$ cat src/rtl/i2c_motor_register_controller_unit_assert.svh
// Assertion macros used by the controller RTL.
`ifndef I2C_MOTOR_REGISTER_CONTROLLER_UNIT_ASSERT_SVH
`define I2C_MOTOR_REGISTER_CONTROLLER_UNIT_ASSERT_SVH

`ifndef SYNTHESIS
// checked only out of reset
`define IMRC_ASSERT(lbl, clk, rst_n, prop) \
	lbl: assert property (@(posedge clk) disable iff (!rst_n) prop) \
		else $error("controller assertion failed");
// checked on every edge, reset included
`define IMRC_ASSERT_ALWAYS(lbl, clk, prop) \
	lbl: assert property (@(posedge clk) prop) \
		else $error("controller assertion failed");
`else
`define IMRC_ASSERT(lbl, clk, rst_n, prop)
`define IMRC_ASSERT_ALWAYS(lbl, clk, prop)
`endif

`endif

$ cat src/rtl/imrc_pkg.sv
`timescale 1ns / 1ps
package imrc_pkg;

	localparam int REG_COUNT = 16;
	localparam int PTR_W     = $clog2(REG_COUNT);
	localparam int PADDR_W   = 4;
	localparam int PDATA_W   = 32;

	// request types
	localparam logic [1:0] REQ_BYTE = 2'd0;
	localparam logic [1:0] REQ_READ = 2'd1;
	localparam logic [1:0] REQ_TICK = 2'd2;

	// bus phases
	localparam logic [1:0] PHASE_IDLE    = 2'd0;
	localparam logic [1:0] PHASE_CONTROL = 2'd1;
	localparam logic [1:0] PHASE_DATA    = 2'd2;

	// fixed register slots
	localparam logic [PTR_W-1:0] REG_DIR     = PTR_W'(0);
	localparam logic [PTR_W-1:0] REG_DUTY_LO = PTR_W'(1);
	localparam logic [PTR_W-1:0] REG_DUTY_HI = PTR_W'(2);
	localparam logic [PTR_W-1:0] REG_TGT_LO  = PTR_W'(3);
	localparam logic [PTR_W-1:0] REG_TGT_HI  = PTR_W'(4);
	localparam logic [PTR_W-1:0] REG_FLAG    = PTR_W'(5);

	localparam logic [7:0] DUTY_LO_RST = 8'hff;
	localparam logic [7:0] DUTY_HI_RST = 8'h01;
	localparam logic [7:0] DIR_MAX     = 8'h03;

	// configuration register indexes
	localparam logic [1:0] CFG_GO    = 2'd0;
	localparam logic [1:0] CFG_BREAK = 2'd1;
	localparam logic [1:0] CFG_DONE  = 2'd2;

	localparam logic [7:0] GO_RST    = 8'h01;
	localparam logic [7:0] BREAK_RST = 8'h02;
	localparam logic [7:0] DONE_RST  = 8'h03;

	typedef struct packed {
		logic [7:0] go_code;
		logic [7:0] break_code;
		logic [7:0] done_code;
	} cfg_t;

	typedef struct packed {
		logic        read_valid;
		logic [7:0]  read_data;
		logic        bridge_pin_a;
		logic        bridge_pin_b;
		logic [15:0] pwm_duty;
		logic        move_active;
	} res_t;

endpackage

$ cat src/rtl/imrc_cfg.sv
`timescale 1ns / 1ps
module imrc_cfg (
	input  logic                        clk,
	input  logic                        arst_n,
	input  logic                        psel,
	input  logic                        penable,
	input  logic                        pwrite,
	input  logic [imrc_pkg::PADDR_W-1:0] paddr,
	input  logic [imrc_pkg::PDATA_W-1:0] pwdata,
	output logic [imrc_pkg::PDATA_W-1:0] prdata,
	output imrc_pkg::cfg_t              cfg
);

	logic [1:0] idx;
	logic       wr;
	logic [7:0] go_q, break_q, done_q;
	logic [7:0] rd;

	assign idx = paddr[3:2];
	assign wr  = psel & penable & pwrite;

	always_ff @(posedge clk or negedge arst_n) begin
		if (!arst_n) begin
			go_q    <= imrc_pkg::GO_RST;
			break_q <= imrc_pkg::BREAK_RST;
			done_q  <= imrc_pkg::DONE_RST;
		end else if (wr) begin
			case (idx)
				imrc_pkg::CFG_GO:    go_q    <= pwdata[7:0];
				imrc_pkg::CFG_BREAK: break_q <= pwdata[7:0];
				imrc_pkg::CFG_DONE:  done_q  <= pwdata[7:0];
				default: ;
			endcase
		end
	end

	always_comb begin
		case (idx)
			imrc_pkg::CFG_GO:    rd = go_q;
			imrc_pkg::CFG_BREAK: rd = break_q;
			imrc_pkg::CFG_DONE:  rd = done_q;
			default:             rd = 8'h00;
		endcase
	end

	assign prdata           = {{(imrc_pkg::PDATA_W-8){1'b0}}, rd};
	assign cfg.go_code      = go_q;
	assign cfg.break_code   = break_q;
	assign cfg.done_code    = done_q;

endmodule

$ cat src/rtl/imrc_core.sv
`timescale 1ns / 1ps
module imrc_core (
	input  logic            clk,
	input  logic            arst_n,
	input  logic            step,
	input  logic [1:0]      req_type,
	input  logic [7:0]      bus_byte,
	input  logic            encoder_level,
	input  imrc_pkg::cfg_t  cfg,
	output imrc_pkg::res_t  res
);

	logic [7:0]                 reg_q [imrc_pkg::REG_COUNT];
	logic [7:0]                 reg_n [imrc_pkg::REG_COUNT];
	logic [1:0]                 phase_q, phase_n;
	logic [imrc_pkg::PTR_W-1:0] ptr_q, ptr_n;
	logic                       pin_a_q, pin_b_q, pin_a_n, pin_b_n;
	logic                       counting_q, counting_n;
	logic [15:0]                edge_q, edge_n;
	logic [15:0]                target_q, target_n;
	logic                       last_q, last_n;
	logic                       bus_wr;
	logic                       finish;
	logic [15:0]                edge_inc;
	logic [15:0]                tgt_regs;
	logic [7:0]                 dir;

	assign dir      = reg_q[imrc_pkg::REG_DIR];
	assign edge_inc = edge_q + 16'd1;
	assign tgt_regs = {reg_q[imrc_pkg::REG_TGT_HI], reg_q[imrc_pkg::REG_TGT_LO]};

	always_comb begin
		phase_n    = phase_q;
		ptr_n      = ptr_q;
		pin_a_n    = pin_a_q;
		pin_b_n    = pin_b_q;
		counting_n = counting_q;
		edge_n     = edge_q;
		target_n   = target_q;
		last_n     = last_q;
		bus_wr     = 1'b0;
		finish     = 1'b0;
		res.read_valid = 1'b0;
		res.read_data  = 8'h00;
		case (req_type)
			imrc_pkg::REQ_BYTE: begin
				case (phase_q)
					imrc_pkg::PHASE_CONTROL: begin
						ptr_n   = bus_byte[imrc_pkg::PTR_W-1:0];
						phase_n = imrc_pkg::PHASE_DATA;
					end
					imrc_pkg::PHASE_DATA: begin
						bus_wr  = 1'b1;
						phase_n = imrc_pkg::PHASE_IDLE;
					end
					default: phase_n = imrc_pkg::PHASE_CONTROL;
				endcase
			end
			imrc_pkg::REQ_READ: begin
				if (phase_q == imrc_pkg::PHASE_DATA) begin
					res.read_valid = 1'b1;
					res.read_data  = reg_q[ptr_q];
					phase_n        = imrc_pkg::PHASE_IDLE;
				end
			end
			imrc_pkg::REQ_TICK: begin
				// codes above 3 hold the pins
				if (dir <= imrc_pkg::DIR_MAX) begin
					pin_a_n = dir[1];
					pin_b_n = dir[0];
				end
				if (!counting_q) begin
					if (reg_q[imrc_pkg::REG_FLAG] == cfg.go_code) begin
						target_n   = tgt_regs;
						edge_n     = 16'd0;
						last_n     = encoder_level;
						counting_n = 1'b1;
						finish     = (tgt_regs == 16'd0);
					end
				end else if (reg_q[imrc_pkg::REG_FLAG] == cfg.break_code) begin
					finish = 1'b1;
				end else if (encoder_level != last_q) begin
					last_n = encoder_level;
					edge_n = edge_inc;
					finish = (edge_inc >= target_q);
				end
			end
			default: ;
		endcase
		if (finish) counting_n = 1'b0;

		for (int i = 0; i < imrc_pkg::REG_COUNT; i++) begin
			reg_n[i] = reg_q[i];
			if (bus_wr && ptr_q == imrc_pkg::PTR_W'(i)) reg_n[i] = bus_byte;
		end
		if (finish) begin
			reg_n[imrc_pkg::REG_TGT_LO] = 8'h00;
			reg_n[imrc_pkg::REG_TGT_HI] = 8'h00;
			reg_n[imrc_pkg::REG_FLAG]   = cfg.done_code;
		end

		res.bridge_pin_a = pin_a_n;
		res.bridge_pin_b = pin_b_n;
		res.pwm_duty     = {reg_n[imrc_pkg::REG_DUTY_HI], reg_n[imrc_pkg::REG_DUTY_LO]};
		res.move_active  = counting_n;
	end

	always_ff @(posedge clk or negedge arst_n) begin
		if (!arst_n) begin
			for (int i = 0; i < imrc_pkg::REG_COUNT; i++) begin
				reg_q[i] <= 8'h00;
			end
			reg_q[imrc_pkg::REG_DUTY_LO] <= imrc_pkg::DUTY_LO_RST;
			reg_q[imrc_pkg::REG_DUTY_HI] <= imrc_pkg::DUTY_HI_RST;
			phase_q    <= imrc_pkg::PHASE_IDLE;
			ptr_q      <= '0;
			pin_a_q    <= 1'b0;
			pin_b_q    <= 1'b0;
			counting_q <= 1'b0;
			edge_q     <= 16'd0;
			target_q   <= 16'd0;
			last_q     <= 1'b0;
		end else if (step) begin
			for (int i = 0; i < imrc_pkg::REG_COUNT; i++) begin
				reg_q[i] <= reg_n[i];
			end
			phase_q    <= phase_n;
			ptr_q      <= ptr_n;
			pin_a_q    <= pin_a_n;
			pin_b_q    <= pin_b_n;
			counting_q <= counting_n;
			edge_q     <= edge_n;
			target_q   <= target_n;
			last_q     <= last_n;
		end
	end

endmodule

$ cat src/rtl/i2c_motor_register_controller_unit.sv
`timescale 1ns / 1ps
// Motor controller slave: takes one request per clock while in_stall is low
// (bus byte, bus read or timer tick) and returns one result per request,
// presented through a request register, then the register-file update and
// the result register. Full throughput is held as long as out_stall stays
// low; a stalled result backs up into the request register and then raises
// in_stall. The 16-byte register file, bus pointer and move counters all
// update on the same clock edge that loads the result register. go, break
// and done codes sit at APB byte addresses 0x0, 0x4 and 0x8 and should be
// written only while idle.
module i2c_motor_register_controller_unit (
	input  logic                         clk,
	input  logic                         arst_n,
	input  logic                         psel,
	input  logic                         penable,
	input  logic                         pwrite,
	input  logic [imrc_pkg::PADDR_W-1:0] paddr,
	input  logic [imrc_pkg::PDATA_W-1:0] pwdata,
	output logic [imrc_pkg::PDATA_W-1:0] prdata,
	output logic                         pready,
	input  logic                         in_valid,
	output logic                         in_stall,
	input  logic [1:0]                   req_type,
	input  logic [7:0]                   bus_byte,
	input  logic                         encoder_level,
	output logic                         out_valid,
	input  logic                         out_stall,
	output logic                         read_valid,
	output logic [7:0]                   read_data,
	output logic                         bridge_pin_a,
	output logic                         bridge_pin_b,
	output logic [15:0]                  pwm_duty,
	output logic                         move_active
);

`include "i2c_motor_register_controller_unit_assert.svh"

	imrc_pkg::cfg_t cfg;
	imrc_pkg::res_t res_next;
	imrc_pkg::res_t res_q;
	logic           valid_s1;
	logic [1:0]     req_type_s1;
	logic [7:0]     bus_byte_s1;
	logic           encoder_level_s1;
	logic           out_valid_q;
	logic           adv;
	logic           step;

	assign pready   = 1'b1;
	assign adv      = !out_valid_q || !out_stall;
	assign step     = valid_s1 && adv;
	assign in_stall = valid_s1 && !adv;

	imrc_cfg u_cfg (
		.clk     (clk),
		.arst_n  (arst_n),
		.psel    (psel),
		.penable (penable),
		.pwrite  (pwrite),
		.paddr   (paddr),
		.pwdata  (pwdata),
		.prdata  (prdata),
		.cfg     (cfg)
	);

	imrc_core u_core (
		.clk           (clk),
		.arst_n        (arst_n),
		.step          (step),
		.req_type      (req_type_s1),
		.bus_byte      (bus_byte_s1),
		.encoder_level (encoder_level_s1),
		.cfg           (cfg),
		.res           (res_next)
	);

	// request register
	always_ff @(posedge clk or negedge arst_n) begin
		if (!arst_n) begin
			valid_s1 <= 1'b0;
		end else if (!in_stall) begin
			valid_s1 <= in_valid;
		end
	end

	always_ff @(posedge clk) begin
		if (in_valid && !in_stall) begin
			req_type_s1      <= req_type;
			bus_byte_s1      <= bus_byte;
			encoder_level_s1 <= encoder_level;
		end
	end

	// result register
	always_ff @(posedge clk or negedge arst_n) begin
		if (!arst_n) begin
			out_valid_q <= 1'b0;
		end else if (adv) begin
			out_valid_q <= valid_s1;
		end
	end

	always_ff @(posedge clk) begin
		if (step) begin
			res_q <= res_next;
		end
	end

	assign out_valid    = out_valid_q;
	assign read_valid   = res_q.read_valid;
	assign read_data    = res_q.read_data;
	assign bridge_pin_a = res_q.bridge_pin_a;
	assign bridge_pin_b = res_q.bridge_pin_b;
	assign pwm_duty     = res_q.pwm_duty;
	assign move_active  = res_q.move_active;

	`IMRC_ASSERT(a_rdata_zero, clk, arst_n, (out_valid && !read_valid) |-> (read_data == 8'h00))
	`IMRC_ASSERT(a_s1_hold, clk, arst_n, in_stall |=> (valid_s1 && $stable(req_type_s1) && $stable(bus_byte_s1)))
	`IMRC_ASSERT(a_out_src, clk, arst_n, $rose(out_valid) |-> $past(valid_s1))
	`IMRC_ASSERT_ALWAYS(a_no_stall_empty, clk, in_stall |-> (valid_s1 && out_valid_q))

endmodule
$ cat config.mk
export PLATFORM = sky130hd
export DESIGN_NAME = i2c_motor_register_controller_unit
export DESIGN_NICKNAME = d
export VERILOG_FILES = /design/src/rtl/imrc_pkg.sv /design/src/rtl/imrc_cfg.sv /design/src/rtl/imrc_core.sv /design/src/rtl/i2c_motor_register_controller_unit.sv
export VERILOG_INCLUDE_DIRS = /design/src /design/src/rtl
export SDC_FILE = /design/constraint.sdc
export NUM_CORES = 1
export LEC_CHECK = 0
export BUFFER_PORTS_ARGS = -buffer_cell sky130_fd_sc_hd__buf_4
export CAP_MARGIN = 20
export CORE_ASPECT_RATIO = 2
export CORE_MARGIN = 2
export CORE_UTILIZATION = 28
export CTS_BUF_LIST = sky130_fd_sc_hd__clkbuf_16
export DETAILED_ROUTE_END_ITERATION = 16
export PLACE_DENSITY_LB_ADDON = 0.3
export SLEW_MARGIN = 30
export SYNTH_ARGS = -nofsm -noshare
export SYNTH_HDL_FRONTEND = slang
export SYNTH_HIERARCHICAL = 1
export SYNTH_SLANG_ARGS = --single-unit
$ cat constraint.sdc
create_clock -name clk -period 8.9 [get_ports clk]
set_input_delay 0.89 -clock clk [delete_from_list [all_inputs] [get_ports clk]]
set_output_delay 0.89 -clock clk [all_outputs]
set_load 0.1 [all_outputs]
==> Implementation_results.wiki, run 1 <==
{| class="wikitable"
! Metric !! Value
|-
| Global routing usage summed across all routing layers || 0.136
|-
| Max-cap violations || 0
|-
| Number of rows created at floorplan || 106
|-
| Finished layout cell area || 13300 sq um
|-
| Boundary Pins || 117
|-
| R2r endpoint || move_active
|-
| Hold Path Class || in2async
|-
| Top-count cell post-synth || sky130_fd_sc_hd__dfrtp_1
|-
| Top_reg_cell synth || sky130_fd_sc_hd__dfrtp_1
|-
| Area enclosed by the die boundary || about 44000 sq um
|-
| Commonest cells post-synth || sky130_fd_sc_hd__dfrtp_1 (183), sky130_fd_sc_hd__mux2_2 (154), sky130_fd_sc_hd__buf_4 (45), sky130_fd_sc_hd__nand2_1 (45), sky130_fd_sc_hd__mux4_2 (40)
|-
| Total of hold buffers inserted after clock tree synthesis || 0
|-
| Routed length per placed instance || 20.1 um
|-
| IR drop worst, VDD || 0.000120 V
|-
| Cell count after synthesis || about 900
|-
| Clock tree from TritonCTS || yes
|-
| Synth top area cells || sky130_fd_sc_hd__dfrtp_1 (39%), sky130_fd_sc_hd__mux2_2 (15%), sky130_fd_sc_hd__edfxtp_1 (10%)
|-
| Critical path capture point type || register
|-
| Placed inst area || approximately 13000 sq um
|-
| CTS max path bufs || 3
|-
| Critical-path maximum fanout || 26
|-
| Net total in the final layout || 992
|-
| Critical path type || reg2reg
|-
| Setup repair after global routing missed its margin || no
|-
| Worst clock skew on the final layout || 0.00790 ns
|-
| Clock edge transition at the registers on the reported setup and hold paths || 0.07 ns
|-
| Vertical die dimension || 294 um
|-
| Post-cts gate resize count || 0
|-
| Overall routed net length || 29700 um
|-
| Final Hold Viols || 0
|-
| Proportion of synthesized flip-flops having asynchronous set or reset || 0.834
|-
| Total via count after detailed routing || 7061
|-
| Synthesized area per cell || 13.3 sq um
|-
| Initial core utilization || 0.283
|-
| Cell chosen for the clock root || sky130_fd_sc_hd__clkbuf_16
|-
| Via/cell ratio || 4.79
|-
| Number of buffers added for setup after CTS || 0
|-
| Sum of negative setup slack || 0 ns
|-
| Final standard cell count with taps included and fillers excluded || 1475
|-
| Wire length of the first global-routing pass || 45400 um
|-
| GRT Residual Overflow || 0
|-
| Pwr per Cell Area || 256 nW/um^2
|-
| Skew-Pair Late Insertion Delay || ~0.52 ns
|-
| First DRT Iteration DRCs || ~320
|-
| GP Congestion || roughly 0.8
|-
| Area grow syn2layout || 13.2%
|-
| Launch instance of the worst register-to-register path || u_core/edge_q[0]
|-
| Pin count of the biggest net entering global routing || 80
|-
| Core ar. || 41600 sq um
|-
| Required time at the worst-slack endpoint || 9.15 ns
|-
| Detailed Place HPWL || 21400 um
|-
| Portion of the post-synthesis area used by sequential elements || 0.518
|-
| Worst endpoint data arrival time || slightly below 5 ns
|-
| Die boundary width || 149 um
|-
| Clk sinks || about 240
|-
| Number of enable flip-flop cells after synthesis || 39
|-
| Total iterations of the first detailed-routing run || 4
|-
| Cell depth of the worst flop-to-flop path || 12
|-
| Critical path origin || u_core/edge_q[0]
|-
| Antenna fix cells || 0
|-
| Depth of the CTS H-tree || 1
|-
| DRC violations left || 0
|-
| PnR Total Power || between 0.003 and 0.004 W
|-
| Final count of negative-setup-slack endpoints || 0
|-
| Port Buffers || 65
|-
| Number of warnings issued by yosys || 6
|-
| Share of post-route cells with drive strength above 1 || 0.360
|-
| Max transition margin || 0.359
|-
| Number of global-route vias before repair || 7528
|-
| Cell type contributing the most total cell area after synthesis || sky130_fd_sc_hd__dfrtp_1
|-
| Count of final max-slew check failures || 0
|-
| Final min period || 4.61 ns
|-
| Count of cell types in the netlist || 54
|-
| Fin crit share || 0.518
|-
| Filler cells || roughly 4200
|-
| Total CTS buffers || 22
|-
| Number of antenna violations at the first check in global routing || 0
|-
| Kind of launch point of the worst setup path || register
|-
| Internal reg-to-reg setup slack || 4.29 ns
|-
| Highest achievable clock rate || 0.217 GHz
|-
| Cell area after synthesis || 11800 sq um
|-
| Run status || finished, final reports clean
|-
| Share of the synthesized area in the top cell type || 0.389
|-
| Reported leakage power || 6.07 nW
|-
| Final Hold Slack || 0.390 ns
|-
| Number of register bits inferred by synthesis || 235
|-
| Actual slew at the worst max-slew pin || 0.958 ns
|-
| Placed Instances || 1435
|-
| Number of routed nets with antenna violations || 0
|}
state kept, by name, indices dropped and copies added (netlist names), 2 cells and up:
register / cells
pwm_duty: 16
u_core/ptr_q: 4
u_core/target_q: 16
u_core/reg_q: 120
u_core/dir: 8
u_cfg/break_q: 8
bus_byte_s1: 8
u_core/edge_q: 16
u_cfg/done_q: 8
u_core/phase_q: 2
u_cfg/go_q: 8
read_data: 8
req_type_s1: 2
cell usage in the layout, fill, tap and decap left out, types with 9 or more instances in the layout:
cell type,count
sky130_fd_sc_hd__edfxtp_1,39
sky130_fd_sc_hd__nand4_1,14
sky130_fd_sc_hd__mux2i_1,24
sky130_fd_sc_hd__o21ai_0,28
sky130_fd_sc_hd__a21oi_1,23
sky130_fd_sc_hd__xor2_1,14
sky130_fd_sc_hd__mux2_2,154
sky130_fd_sc_hd__and2_1,11
sky130_fd_sc_hd__mux4_2,40
sky130_fd_sc_hd__buf_4,72
sky130_fd_sc_hd__nor2_1,16
sky130_fd_sc_hd__nor2b_1,13
sky130_fd_sc_hd__dfstp_2,13
sky130_fd_sc_hd__dfrtp_1,181
sky130_fd_sc_hd__nand2_1,45
sky130_fd_sc_hd__clkbuf_16,23
sky130_fd_sc_hd__a31oi_1,9
sky130_fd_sc_hd__nand3_1,17
sky130_fd_sc_hd__xnor2_1,18
sky130_fd_sc_hd__ha_1,19
sky130_fd_sc_hd__conb_1,25
sky130_fd_sc_hd__inv_1,32
worst max-delay path by stage:
stage | end | slack (ns) | cells after the start
after floorplan | u_core/reg_q[10] | 4.16 | 6
after global placement | move_active | 4.00 | 12
after detailed placement | u_core/counting_q | 3.93 | 12
after CTS | u_core/counting_q | 3.91 | 12
after global routing | u_core/counting_q | 4.07 | 12
final | move_active | 4.29 | 12
logic make-up after synthesis:
family / synth area share
fa+ha+maj: 0.0202
simple gates: 0.0737
mux: 0.255
other cells: 0.000638
compound gates: 0.0528
flops: 0.518
xor+xnor: 0.0238
buf+inv: 0.0567
layer usage:
metal | GRT usage | vias up | part of all wire
met5 | 0 | - | 0
met3 | 0.0130 | 44 | 0.025
met1 | 0.139 | 3659 | 0.36
met2 | 0.274 | 125 | 0.59
met4 | 0.0562 | 0 | 0.029
li1 | - | 3233 | -
worst max-delay path: stages, from the launching register on:
cell                      delay, ns
sky130_fd_sc_hd__dfrtp_1       0.51
sky130_fd_sc_hd__ha_1          0.33
sky130_fd_sc_hd__nand3_1       0.26
sky130_fd_sc_hd__nor2_1        0.35
sky130_fd_sc_hd__nand3_1       0.15
sky130_fd_sc_hd__xnor2_1       0.17
sky130_fd_sc_hd__ha_1          0.32
sky130_fd_sc_hd__nand4_1       0.18
sky130_fd_sc_hd__or4_1         0.55
sky130_fd_sc_hd__o32ai_1       0.40
sky130_fd_sc_hd__o41a_1        0.47
sky130_fd_sc_hd__o21a_2        0.57
sky130_fd_sc_hd__a21oi_1       0.07
power by group:
group	internal, W	leakage, nW	switching, W
clock	0.000585	0.368	0.000422
sequential	0.00128	2.94	0.000179
combinational	0.000373	2.76	0.000576
metrics by stage:
step,util,worst slack [ns]
2_1_floorplan,-,4.16
3_3_place_gp,0.301,4.00
3_5_place_dp,0.301,3.93
4_1_cts,0.320,3.91
5_1_grt,0.320,4.07
6_report,0.320,4.29
area by class of cell:
type                       count  area, sq um  area share
inverter                      30          113     0.00845
clock buffer                  23          576      0.0432
tap                          540          676      0.0507
sequential                   235         6090       0.458
clock inverter                17          183      0.0137
timing repair buffer          74          566      0.0425
multi-input combinational    556         5110       0.384
Note: power is estimated with default switching activity, not from simulation.
==> run 2: changes to the inputs <==
==> constraint.sdc (replaced) <==
create_clock -name clk -period 4.6 [get_ports clk]
set_input_delay 0.46 -clock clk [delete_from_list [all_inputs] [get_ports clk]]
set_output_delay 0.46 -clock clk [all_outputs]
set_load 0.1 [all_outputs]
==> run 2 against run 1 <==
Against the previous run: utilization up 0.090 points; register-to-register slack worse by 3.5 ns; global-route usage up 0.23 points; critical path depth up 1; count of clock-buffer cells in the layout down 2; hold slack worse by 0.28 ns; design area up 0.28%; wire length up 1.0%; largest cell class unchanged.
==> Implementation_results.wiki, run 2 (same netlist as run 1, synthesis figures left out) <==
{| class="wikitable"
! Metric !! Value
|-
| Net total in the final layout || 998
|-
| Number of antenna violations at the first check in global routing || 0
|-
| Vertical die dimension || 294 um
|-
| GRT Residual Overflow || 0
|-
| Die boundary width || 149 um
|-
| Required time at the worst-slack endpoint || 4.97 ns
|-
| Cell depth of the worst flop-to-flop path || 13
|-
| Fin crit share || 0.827
|-
| Number of rows created at floorplan || roughly 110
|-
| Setup repair after global routing missed its margin || no
|-
| Pin count of the biggest net entering global routing || 114
|-
| Core ar. || 41600 sq um
|-
| Relative contribution of combinational cells to total power || 0.275
|-
| GP Congestion || 0.776
|-
| CTS max path bufs || 3
|-
| Sw Pwr || 0.00226 W
|-
| Antenna fix cells || 0
|-
| Sequence of cells on the critical path || and3_1, and3_1, and4_1, and4_1, xor2_1, ha_1, nand4_1, or4_1, o32ai_1, o41a_1, o21a_1, buf_4, a21oi_1
|-
| Share of post-route cells with drive strength above 1 || 0.365
|-
| Critical path's top delay family || simple AND/OR/NAND/NOR gates
|-
| Highest achievable clock rate || 0.263 GHz
|-
| IR drop worst, VDD || 0.000240 V
|-
| R2r endpoint || u_core/reg_q[98]
|-
| Skew-Pair Late Insertion Delay || ~0.52 ns
|-
| Placed Instances || approximately 1400
|-
| Register with the most flip-flops || u_core/reg_q
|-
| Run status || finished, final reports clean
|-
| Post-cts gate resize count || 0
|-
| Area enclosed by the die boundary || 43800 sq um
|-
| Area grow syn2layout || 13.5%
|-
| Reported leakage power || between 6 and 7 nW
|-
| Final count of negative-setup-slack endpoints || 0
|-
| Overall routed net length || 30000 um
|-
| Internal reg-to-reg setup slack || 0.80 ns
|-
| Hold Path Class || in2reg
|-
| PnR Total Power || 0.00653 W
|-
| DRC violations left || 0
|-
| Cell chosen for the clock root || sky130_fd_sc_hd__clkbuf_16
|-
| Worst Setup EP || u_core/reg_q[98]
|-
| Flip-flop count of the largest register after layout || 120
|-
| Critical-path maximum fanout || 16
|-
| Boundary Pins || roughly 120
|-
| Sequential fraction of design power || 0.441
|-
| Clock tree from TritonCTS || yes
|-
| Final standard cell count with taps included and fillers excluded || around 1500
|-
| Delay of the slowest cell on the worst path || between 0.5 and 0.6 ns
|-
| Sum of negative setup slack || 0 ns
|-
| Count of final max-slew check failures || 0
|-
| Wire length of the first global-routing pass || 45800 um
|-
| Routed length per placed instance || 20.3 um
|-
| WHS Path Cells || 1
|-
| Number of global-route vias before repair || 7576
|-
| Global routing usage summed across all routing layers || 0.138
|-
| Pwr per Cell Area || 489 nW/um^2
|-
| Worst endpoint data arrival time || 4.18 ns
|-
| Critical path capture point type || register
|-
| Critical path type || reg2reg
|-
| Actual slew at the worst max-slew pin || 0.871 ns
|-
| Clock network fraction of design power || 0.284
|-
| Max transition margin || 0.417
|-
| Clock edge transition at the registers on the reported setup and hold paths || roughly 0.070 ns
|-
| Critical path buffer and inverter count || 1
|-
| Launch instance of the worst register-to-register path || u_core/edge_q[2]
|-
| Sw frac || 0.347
|-
| First DRT Iteration DRCs || approximately 250
|-
| Final min period || 3.80 ns
|-
| Max-cap violations || 0
|-
| Initial core utilization || 0.283
|-
| Total iterations of the first detailed-routing run || 4
|-
| Levels on crit path || 13
|-
| Via/cell ratio || 4.81
|-
| Commonest cells after routing, fill and taps aside || sky130_fd_sc_hd__dfrtp_1 (181), sky130_fd_sc_hd__mux2_2 (154), sky130_fd_sc_hd__buf_4 (77)
|-
| Worst clock skew on the final layout || 0.0179 ns
|-
| Final Hold Slack || 0.110 ns
|-
| Critical-path cell with the highest stage delay || sky130_fd_sc_hd__or4_1
|-
| Critical path origin || u_core/edge_q[2]
|-
| Leading cell type in the layout, fill and taps excluded || sky130_fd_sc_hd__dfrtp_1
|-
| Clk sinks || approximately 240
|-
| Depth of the CTS H-tree || 1
|-
| Final Hold Viols || 0
|-
| Port Buffers || 65
|-
| Number of routed nets with antenna violations || 0
|-
| Total via count after detailed routing || 7106
|-
| Kind of launch point of the worst setup path || register
|-
| Internal power || 0.00427 W
|-
| Detailed Place HPWL || 21600 um
|-
| Total CTS buffers || 21
|}
==> run 2: layout make-up <==
type	instances	area [sq um]
Clock inverter	15	176
Sequential cell	235	6090
Timing Repair Buffer	81	651
Multi-Input combinational cell	556	5120
Inverter	30	113
Clock buffer	21	526
Fill cell	4216	28300
Tap cell	540	676
==> run 2: what timing repair did <==
action / 4_1_cts / 5_1_grt
endpoints found under the setup margin: 0 / 0
endpoints found under the hold margin: 0 / 24
setup buffers: 0 / 0
hold buffers: 0 / 1
==> run 2: per-layer routing <==
| layer | share of wire | global-route usage |
|---|---|---|
| met5 | 0 | 0 |
| met4 | 0.031 | 0.0504 |
| met3 | 0.025 | 0.0126 |
| met2 | 0.59 | 0.286 |
| met1 | 0.35 | 0.138 |
==> run 2: power by group through the flow <==
stage | clock, W | combinational, W | sequential [W]
finish | 0.00185 | 0.00180 | 0.00288
global route | 0.00199 | 0.00193 | 0.00293
CTS | 0.00192 | 0.00183 | 0.00288
detailed placement | 0 | 0.00182 | 0.00292
global placement | 0 | 0.00180 | 0.00291
floorplan | 0 | 0.00135 | 0.00292
==> run 2: per-stage QoR <==
stage | setup slack, ns | area [sq um] | util
after floorplan | 0.622 | 11900 | -
after global placement | 0.835 | 12600 | 0.303
after detailed placement | 0.790 | 12600 | 0.303
after CTS | 0.749 | 13300 | 0.320
after global routing | 0.479 | 13400 | 0.321
final | 0.795 | 13400 | 0.321
==> run 2: worst min path at each step <==
stage / from / to / slack [ns]
after CTS: bus_byte[6] / bus_byte_s1[6] / 0.09
after global routing: encoder_level / encoder_level_s1 / 0.09
final: encoder_level / encoder_level_s1 / 0.11
after global placement: u_core/reg_q[60] / u_core/reg_q[60] / 0.48
after floorplan: arst_n / out_valid / 0.16
after detailed placement: u_core/reg_q[42] / u_core/reg_q[42] / 0.49
==> run 2: worst reg2reg max path: stages (launching register included) <==
cell                      delay, ns
sky130_fd_sc_hd__dfrtp_1       0.42
sky130_fd_sc_hd__and3_1        0.21
sky130_fd_sc_hd__and3_1        0.26
sky130_fd_sc_hd__and4_1        0.27
sky130_fd_sc_hd__and4_1        0.21
sky130_fd_sc_hd__xor2_1        0.16
sky130_fd_sc_hd__ha_1          0.30
sky130_fd_sc_hd__nand4_1       0.15
sky130_fd_sc_hd__or4_1         0.54
sky130_fd_sc_hd__o32ai_1       0.34
sky130_fd_sc_hd__o41a_1        0.24
sky130_fd_sc_hd__o21a_1        0.20
sky130_fd_sc_hd__buf_4         0.25
sky130_fd_sc_hd__a21oi_1       0.10
